## src/acx_ram.sv

```systemverilog
// acx_ram: generic simple dual-port RAM, one write and one registered read port.
// No dependencies.
`default_nettype none
module acx_ram #(
	parameter int WIDTH = 8,
	parameter int DEPTH = 16
) (
	input  wire logic                     clk,
	input  wire logic                     we,
	input  wire logic [$clog2(DEPTH)-1:0] waddr,
	input  wire logic [WIDTH-1:0]         wdata,
	input  wire logic                     re,
	input  wire logic [$clog2(DEPTH)-1:0] raddr,
	output logic      [WIDTH-1:0]         rdata
);
	logic [WIDTH-1:0] mem [DEPTH];

	always_ff @(posedge clk) begin
		if (we) begin
			mem[waddr] <= wdata;
		end
		if (re) begin
			rdata <= mem[raddr];
		end
	end
endmodule
`default_nettype wire

```

## config.mk

```make
export PLATFORM = sky130hd
export DESIGN_NAME = acx_ram
export DESIGN_NICKNAME = d
export VERILOG_FILES = /design/src/acx_ram.sv
export SDC_FILE = /design/constraint.sdc
export NUM_CORES = 1
export LEC_CHECK = 0
export ABC_AREA = 0
export BUFFER_PORTS_ARGS = -buffer_cell sky130_fd_sc_hd__buf_4
export CAP_MARGIN = 20
export CORE_UTILIZATION = 60
export CTS_CLUSTER_DIAMETER = 120
export DETAILED_ROUTE_END_ITERATION = 10
export PLACE_DENSITY = 0.75
export SLEW_MARGIN = 10
export SYNTH_ARGS = -nofsm -noshare
export SYNTH_HDL_FRONTEND = slang
export SYNTH_SLANG_ARGS = --single-unit
```

## constraint.sdc

```tcl
create_clock -name clk -period 2.1 [get_ports clk]
set_input_delay 0.105 -clock clk [delete_from_list [all_inputs] [get_ports clk]]
set_output_delay 0.105 -clock clk [all_outputs]
set_load 0.1 [all_outputs]
```

==> impl_metrics.env, run 1 <==
export IMPL_max_freq_ghz=0.671
export IMPL_avgSynthCellArea_um2=22.8
export IMPL_post_cts_resized=0
export IMPL_grt_overflow=0
export IMPL_viasPerCell=6.01
export IMPL_cts_setup_buffers=0
export IMPL_ys_types=18
export IMPL_synth_seq_cells=136
export IMPL_clock_sinks=136
export IMPL_power_switching_uw=1350
export IMPL_cts_made_buffers=17
export IMPL_synthesis_area_um2=5230
export IMPL_p_leak_uw=0.00214
export IMPL_final_common_cell="edfxtp_1"
export IMPL_worstSkewPairLatency_ns=0.51
export IMPL_p_clk_frac=0.444
export IMPL_dieWidth_um=95.3
export IMPL_setup_violations=0
export IMPL_yosys_warnings=0
export IMPL_syn_nets=248
export IMPL_drt_iter0_drc=123
export IMPL_reg2reg_depth=3
export IMPL_track_usage=0.229
export IMPL_grt_max_degree=33
export IMPL_hold_depth=3
export IMPL_ant_nets=0
export IMPL_final_cell_mix="edfxtp_1, buf_4, mux4_2, a22oi_1, clkbuf_16"
export IMPL_cp_max_fo=1
export IMPL_crit_required_ns=2.35
export IMPL_pwr_share_comb=0.063
export IMPL_worstSetupPathType="reg -> reg"
export IMPL_first_global_vias=2517
export IMPL_post_place_cells=370
export IMPL_path_cells="mux4_1, a22oi_1, nand2_1"
export IMPL_design_core_area_um2=8340
export IMPL_cpMaxStageDelayCell="mux4_1"
export IMPL_peakVddDrop_v=0.000595
export IMPL_finalNonFillerCells=411
export IMPL_swShare=0.216
export IMPL_avgRoutedWirePerCell_um=22.5
export IMPL_cts_buffer_depth=2
export IMPL_seqPwrFrac=0.493
export IMPL_final_setup_tns_ns=0
export IMPL_gp_congestion=0.715
export IMPL_cp_buffers_inverters=0
export IMPL_rsz0062_at_grt="false"
export IMPL_cp_arrival_ns=1.74
export IMPL_layout_nets=312
export IMPL_critical_path_cell_count=3
export IMPL_synthCells=229
export IMPL_cts_root_buf="clkbuf_8"
export IMPL_crit_family="multiplexers"
export IMPL_grt_first_pass_wirelength_um=13800
export IMPL_tightest_slew_ns=0.627
export IMPL_cts_clk_slew_worst_paths_ns=0.06
export IMPL_firstDrtPassIters=5
export IMPL_maxSlewViolCount=0
export IMPL_vias=2470
export IMPL_rows=33
export IMPL_antenna_cells=0
export IMPL_fin_skew_ns=0.00482
export IMPL_antenna_found_initial=0
export IMPL_cpPeakStageDelay_ns=0.50
export IMPL_fin_crit_ns=1.49
export IMPL_area_growth_pct=20.3
export IMPL_die_area_um2=9090
export IMPL_endpoint_kind="flop"
export IMPL_drc=0
export IMPL_start_kind="flop"
export IMPL_wirelength_um=9250
export IMPL_status="finished, final reports clean"
export IMPL_hp_class="in -> reg"
export IMPL_period_share=0.709
export IMPL_htreeDepth=4
export IMPL_hold_viol_final=0
export IMPL_synth_edff_count=136
export IMPL_async_reset_ff_frac=0
export IMPL_drv_cap=0
export IMPL_drive_above_1_share=0.310
export IMPL_yosysSeqAreaShare=0.781
export IMPL_regToRegSetupSlack_ns=0.61
export IMPL_io_pins=27
export IMPL_dp_hpwl_um=5690
export IMPL_start_util=0.627
export IMPL_cts_tree="built"
export IMPL_io_buffers=26
export IMPL_die_y_um=95.3
export IMPL_p_per_area_nw_per_um2=993
export IMPL_p_int_uw=4900
export IMPL_slew_headroom=0.581
export IMPL_ys_flop_type="edfxtp_1"
export IMPL_nFillCells=459
## flip-flops by register name (all words and copies together) (netlist names)
signal,cells
rdata,8
mem,128
## cells by family after synthesis
logic type	Yosys count	synth area share
AOI/OAI and AO/OA	16	0.0230
buffers and inverters	10	0.0165
muxes	32	0.148
DFF	136	0.781
and+or+nand+nor	35	0.0314
## path summary, 6_finish.rpt
check,start,to
setup / recovery,mem[10][1],rdata[1]
hold / removal,waddr[0],mem[4][6]
setup reg to reg,mem[10][1],rdata[1]
hold reg to reg,mem[7][2],rdata[2]
## what timing repair did
action                     in CTS  in global routing
hold endpoints to repair      136                  0
hold buffers                    9                  0
setup endpoints to repair       0                  0
## per-layer routing
metal / up-vias / wire length, um / global-route usage
met5: - / 0 / 0
met1: 1251 / 3760 / 0.302
met3: 11 / 524 / 0.0598
li1: 1108 / - / -
met4: 0 / 93 / 0.0884
met2: 100 / 4870 / 0.370
## cell usage after synthesis, types with 2 or more instances
library cell	instances	area share
nand2_1	9	0.0065
nor3_1	4	0.0038
nor2_1	13	0.0093
nand2b_1	2	0.0024
edfxtp_1	136	0.78
buf_2	3	0.0029
mux4_1	14	0.070
clkdlybuf4s25_2	3	0.0057
nand3b_1	2	0.0029
buf_6	3	0.0065
mux4_2	18	0.078
a22oi_1	16	0.023
## worst reg2reg max path, delay by kind of cell (launching register included)
kind             cells  cell delay, ns
AO/OA/AOI/OAI        1            0.28
flip-flops           1            0.37
multiplexers         1            0.50
AND/OR/NAND/NOR      1            0.08
## power by group through the flow
stage	Sequential [uW]	Clock (uW)	Combinational (uW)
after floorplan	3220	0	154
after global placement	3130	0	377
after detailed placement	3130	0	382
after CTS	3080	2820	398
after global routing	3080	2930	418
final	3080	2780	394
## stage by stage
step / util / setup WS [ns] / cell area [um2] / power, uW / hold slack [ns]
after floorplan: - / 0.502 / 5230 / 3380 / 0.204
after global placement: 0.675 / 0.436 / 5630 / 3510 / 0.411
after detailed placement: 0.675 / 0.408 / 5630 / 3510 / 0.419
after CTS: 0.754 / 0.610 / 6290 / 6300 / 0.0835
after global routing: 0.754 / 0.540 / 6290 / 6430 / 0.106
final: 0.754 / 0.610 / 6290 / 6250 / 0.112
## layout make-up
class	count	area, um2	area share
clock inverter	14	153	0.0243
timing repair buffer	55	448	0.0712
clock buffer	18	418	0.0664
multi-input combinational	83	1060	0.168
tap	105	131	0.0209
sequential	136	4080	0.649
(Power assumes the default switching activity.)
==> run 2: changes to the inputs <==
- CORE_UTILIZATION: 60 -> 54
- PLACE_DENSITY: 0.75 -> 0.71
- clock period: 2.1 -> 1.3 ns (I/O delays scaled with it)
==> run 2 against run 1 <==
- register-to-register slack worse by 0.81 ns
- worst hold slack worse by 0.033 ns
- first-iteration DRC count up 55%
- via count up 3.0%
- fmax down 0.99%
- clock power up 83%
- sequential share of layout area down 2.2 points
- final area up 3.5%
- worst setup slack worse by 0.81 ns
- sequential power up 61%
- the run now ends with negative setup slack left
==> impl_metrics.env, run 2 (synthesis results as in run 1) <==
export IMPL_status="finished, violations left"
export IMPL_path_cells="mux4_2, a22oi_2, nand2_1"
export IMPL_stdcell_area_um2=6510
export IMPL_cts_root_buf="clkbuf_8"
export IMPL_antenna_found_initial=0
export IMPL_slew_headroom=0.368
export IMPL_area_growth_pct=24.5
export IMPL_grt_max_degree=17
export IMPL_peakVddDrop_v=0.00101
export IMPL_design_core_area_um2=9330
export IMPL_hp_start="waddr[0]"
export IMPL_worst_hold_slack_ns=0.0790
export IMPL_p_int_uw=8540
export IMPL_htreeDepth=4
export IMPL_start_util=0.560
export IMPL_rows=35
export IMPL_fin_skew_ns=0.00747
export IMPL_reg_top3="mem (128), rdata (8)"
export IMPL_cpPeakStageDelay_ns=0.52
export IMPL_io_pins=27
export IMPL_cts_setup_buffers=0
export IMPL_power_switching_uw=2240
export IMPL_swShare=0.208
export IMPL_grt_overflow=0
export IMPL_cpMaxStageDelayCell="mux4_2"
export IMPL_avgRoutedWirePerCell_um=22.4
export IMPL_cts_made_buffers=17
export IMPL_p_leak_uw=0.00219
export IMPL_cp_startpoint="mem[3][3]"
export IMPL_period_share=1.16
export IMPL_dp_hpwl_um=6160
export IMPL_clock_sinks=136
export IMPL_drt_iter0_drc=191
export IMPL_largest_register_ffs=128
export IMPL_setup_violations=8
export IMPL_worstSetupPathType="reg -> reg"
export IMPL_dieWidth_um=100
export IMPL_drv_cap=0
export IMPL_layout_nets=318
export IMPL_firstDrtPassIters=4
export IMPL_worstSkewPairLatency_ns=0.51
export IMPL_cp_arrival_ns=1.76
export IMPL_fin_util=0.698
export IMPL_vias=2543
export IMPL_seqPwrFrac=0.461
export IMPL_track_usage=0.213
export IMPL_grt_first_pass_wirelength_um=14700
export IMPL_endpoint_kind="flop"
export IMPL_gp_congestion=0.739
export IMPL_die_area_um2=10100
export IMPL_drc=0
export IMPL_p_clk_frac=0.472
export IMPL_cp_max_fo=1
export IMPL_viasPerCell=5.78
export IMPL_max_freq_ghz=0.665
export IMPL_antenna_cells=0
export IMPL_p_per_area_nw_per_um2=1650
export IMPL_final_cell_mix="edfxtp_1, buf_4, mux4_2, clkbuf_16"
export IMPL_wirelength_um=9850
export IMPL_hp_class="in -> reg"
export IMPL_die_y_um=100
export IMPL_drive_above_1_share=0.405
export IMPL_r2r_start="mem[3][3]"
export IMPL_regMostFlops="mem"
export IMPL_setup_slack_ns=-0.204
export IMPL_hold_viol_final=0
export IMPL_tightest_slew_ns=0.946
export IMPL_maxSlewViolCount=0
export IMPL_final_common_cell="edfxtp_1"
export IMPL_violations="negative setup slack"
export IMPL_cts_tree="built"
export IMPL_cts_clk_slew_worst_paths_ns=0.06
export IMPL_fin_crit_ns=1.50
export IMPL_io_buffers=26
export IMPL_pwr_share_comb=0.066
export IMPL_crit_required_ns=1.56
export IMPL_first_global_vias=2581
export IMPL_ant_nets=0
export IMPL_cts_buffer_depth=2
export IMPL_rsz0062_at_grt="true"
export IMPL_place_area_um2=5730
export IMPL_start_kind="flop"
run 2: critical path: cells and delay by family, from the launching register on:
family | cells | cell delay (ns)
muxes | 1 | 0.52
and+or+nand+nor | 1 | 0.07
AOI/OAI and AO/OA | 1 | 0.24
DFF | 1 | 0.41
run 2: repair_timing:
item | 4_1_cts | 5_1_grt
hold buffers | 9 | 0
pin swaps | 9 | 2
resized for setup | 9 | 8
setup endpoints to repair | 8 | 8
endpoints found under the hold margin | 136 | 0
run 2: layer usage:
metal	global-route usage	up-vias	share of wire
met1	0.293	1324	0.43
li1	-	1105	-
met3	0.0411	15	0.049
met2	0.335	99	0.51
met4	0.0959	0	0.017
met5	0	-	0
run 2: metrics by stage:
stage	power, uW	setup WS, ns	instances	setup TNS, ns
3_5_place_dp	5720	-0.230	400	-3.08
2_1_floorplan	5470	-0.0311	229	-0.946
3_3_place_gp	5710	-0.242	400	-2.41
5_1_grt	11100	-0.233	440	-1.13
4_1_cts	10800	-0.119	440	-0.778
6_report	10800	-0.204	440	-0.821
run 2: layout make-up:
class	instances	area, um2
flip-flops and latches	136	4080
fillers	556	2820
multi-input cells	83	1090
repair buffers	61	543
clock buffers	17	414
clock inverters	14	221
well taps	129	161
run 2: path summary, 6_finish.rpt:
check,end,slack [ns],cells past startpoint
setup / recovery,rdata[3],-0.20,3
setup reg to reg,rdata[3],-0.20,3
hold reg to reg,rdata[6],0.76,3
hold / removal,mem[4][1],0.08,3
run 2: power by group through the flow:
stage	clock network, uW	registers, uW	logic [uW]
floorplan	0	5210	259
global placement	0	5050	653
detailed placement	0	5060	662
CTS	5150	4970	703
global route	5320	4980	755
finish	5090	4970	716
==> run 3: changes to the inputs <==
- BUFFER_PORTS_ARGS: -buffer_cell sky130_fd_sc_hd__buf_4 -> unset
- CELL_PAD_IN_SITES_DETAIL_PLACEMENT: unset -> 0
- CELL_PAD_IN_SITES_GLOBAL_PLACEMENT: unset -> 2
- CORE_UTILIZATION: 54 -> 45
- CTS_CLUSTER_DIAMETER: 120 -> 60
- DONT_BUFFER_PORTS: unset -> 1
==> run 3 against run 2 <==
- the flow still finishes with violations (negative setup slack)
- fmax is 6.9% higher
- final area is 3.2% lower
- sequential share of layout area is 2.1 points higher
- global-route usage is 2.0 points lower
- via count is 3.6% lower
- count of clock-buffer cells in the layout is 1 higher
- critical endpoint is now rdata[1]
- largest cell class unchanged
- largest power group unchanged
==> impl_metrics.env, run 3 (synthesis results as in run 1) <==
export IMPL_largest_register_ffs=128
export IMPL_grt_first_pass_wirelength_um=15400
export IMPL_reg_top3="mem (128), rdata (8)"
export IMPL_violations="negative setup slack"
export IMPL_viasPerCell=5.65
export IMPL_drive_above_1_share=0.338
export IMPL_pre_cts_ws_ns=-0.185
export IMPL_fin_skew_ns=0.00590
export IMPL_wirelength_um=10300
export IMPL_area_growth_pct=20.5
export IMPL_die_area_um2=12100
export IMPL_cts_clk_slew_worst_paths_ns=0.06
export IMPL_drt_iter0_drc=196
export IMPL_endpoint_kind="flop"
export IMPL_seqPwrFrac=0.467
export IMPL_io_pins=27
export IMPL_maxSlewViolCount=0
export IMPL_power_switching_uw=2100
export IMPL_rows=38
export IMPL_reg2reg_depth=3
export IMPL_crit_required_ns=1.45
export IMPL_avgRoutedWirePerCell_um=23.7
export IMPL_firstDrtPassIters=5
export IMPL_peakVddDrop_v=0.000945
export IMPL_slew_headroom=0.380
export IMPL_cp_max_fo=1
export IMPL_start_kind="flop"
export IMPL_regMostFlops="mem"
export IMPL_swShare=0.198
export IMPL_cp_arrival_ns=1.55
export IMPL_stdcell_area_um2=6300
export IMPL_clock_sinks=136
export IMPL_status="finished, violations left"
export IMPL_worstSetupPathType="reg -> reg"
export IMPL_cts_tree="built"
export IMPL_worstSkewPairLatency_ns=0.41
export IMPL_p_leak_uw=0.00207
export IMPL_finalNonFillerCells=434
export IMPL_p_per_area_nw_per_um2=1690
export IMPL_hp_class="in -> reg"
export IMPL_pwr_share_comb=0.054
export IMPL_hold_viol_final=0
export IMPL_rsz0062_at_grt="true"
export IMPL_dieWidth_um=110
export IMPL_ant_nets=0
export IMPL_gp_congestion=0.752
export IMPL_place_area_um2=5530
export IMPL_final_cell_mix="edfxtp_1, buf_4, mux4_2, clkbuf_16, nor2_1"
export IMPL_tightest_slew_ns=0.927
export IMPL_layout_nets=299
export IMPL_setup_violations=8
export IMPL_track_usage=0.192
export IMPL_final_common_cell="edfxtp_1"
export IMPL_grt_overflow=0
export IMPL_period_share=1.08
export IMPL_p_int_uw=8540
export IMPL_dp_hpwl_um=6370
export IMPL_hold_depth=2
export IMPL_cts_root_buf="clkbuf_16"
export IMPL_design_core_area_um2=11100
export IMPL_vias=2452
export IMPL_die_y_um=110
export IMPL_start_util=0.472
export IMPL_post_place_cells=390
export IMPL_cts_setup_buffers=0
export IMPL_antenna_found_initial=1
export IMPL_fin_crit_ns=1.41
export IMPL_p_clk_frac=0.479
export IMPL_cts_made_buffers=17
export IMPL_grt_max_degree=33
export IMPL_htreeDepth=4
export IMPL_worst_hold_slack_ns=0.0277
export IMPL_setup_slack_ns=-0.108
export IMPL_cts_buffer_depth=2
export IMPL_max_freq_ghz=0.710
export IMPL_drv_cap=0
export IMPL_drc=0
export IMPL_first_global_vias=2538
export IMPL_io_buffers=0
==> run 3: worst paths after layout <==
check / startpoint / end / slack, ns
hold reg to reg: mem[15][7] / rdata[7] / 0.76
hold / removal: waddr[0] / mem[4][3] / 0.03
setup / recovery: mem[11][1] / rdata[1] / -0.11
setup reg to reg: mem[11][1] / rdata[1] / -0.11
==> run 3: timing repair <==
action                                 CTS  global route
setup endpoints to repair                8             8
pin swaps                                4             4
gates resized for setup                 12             0
endpoints found under the hold margin  142             0
hold buffers                            11             0
==> run 3: cell type report <==
type	instances	area (um2)
diodes	1	2.50
clock buffers	18	429
fillers	829	4780
clock inverters	14	204
repair buffers	42	343
multi-input cells	83	1060
flip-flops and latches	136	4080
well taps	140	175
==> run 3: power by group through the flow <==
stage	combinational [uW]	sequential, uW	clock (uW)
2_1_floorplan	259	5210	0
3_3_place_gp	469	5060	0
3_5_place_dp	470	5060	0
4_1_cts	578	4970	5170
5_1_grt	603	4980	5370
6_report	572	4970	5100
==> run 3: per-stage QoR <==
step / setup TNS, ns / total power [uW] / util
3_5_place_dp: -1.13 / 5530 / 0.499
3_3_place_gp: -0.985 / 5530 / 0.499
6_report: -0.655 / 10600 / 0.569
4_1_cts: -0.664 / 10700 / 0.568
5_1_grt: -1.07 / 10900 / 0.568
2_1_floorplan: -0.946 / 5470 / -
==> run 3: worst max-delay path, cell delays in order (launching register included) <==
cell      delay [ns]
edfxtp_1        0.36
mux4_2          0.48
a22oi_2         0.22
nand2_1         0.09
==> run 3: per-layer routing <==
metal / routed length, um / GRT usage
met1: 4920 / 0.289
met3: 519 / 0.0492
met5: 0 / 0
met2: 4790 / 0.274
met4: 37 / 0.0657
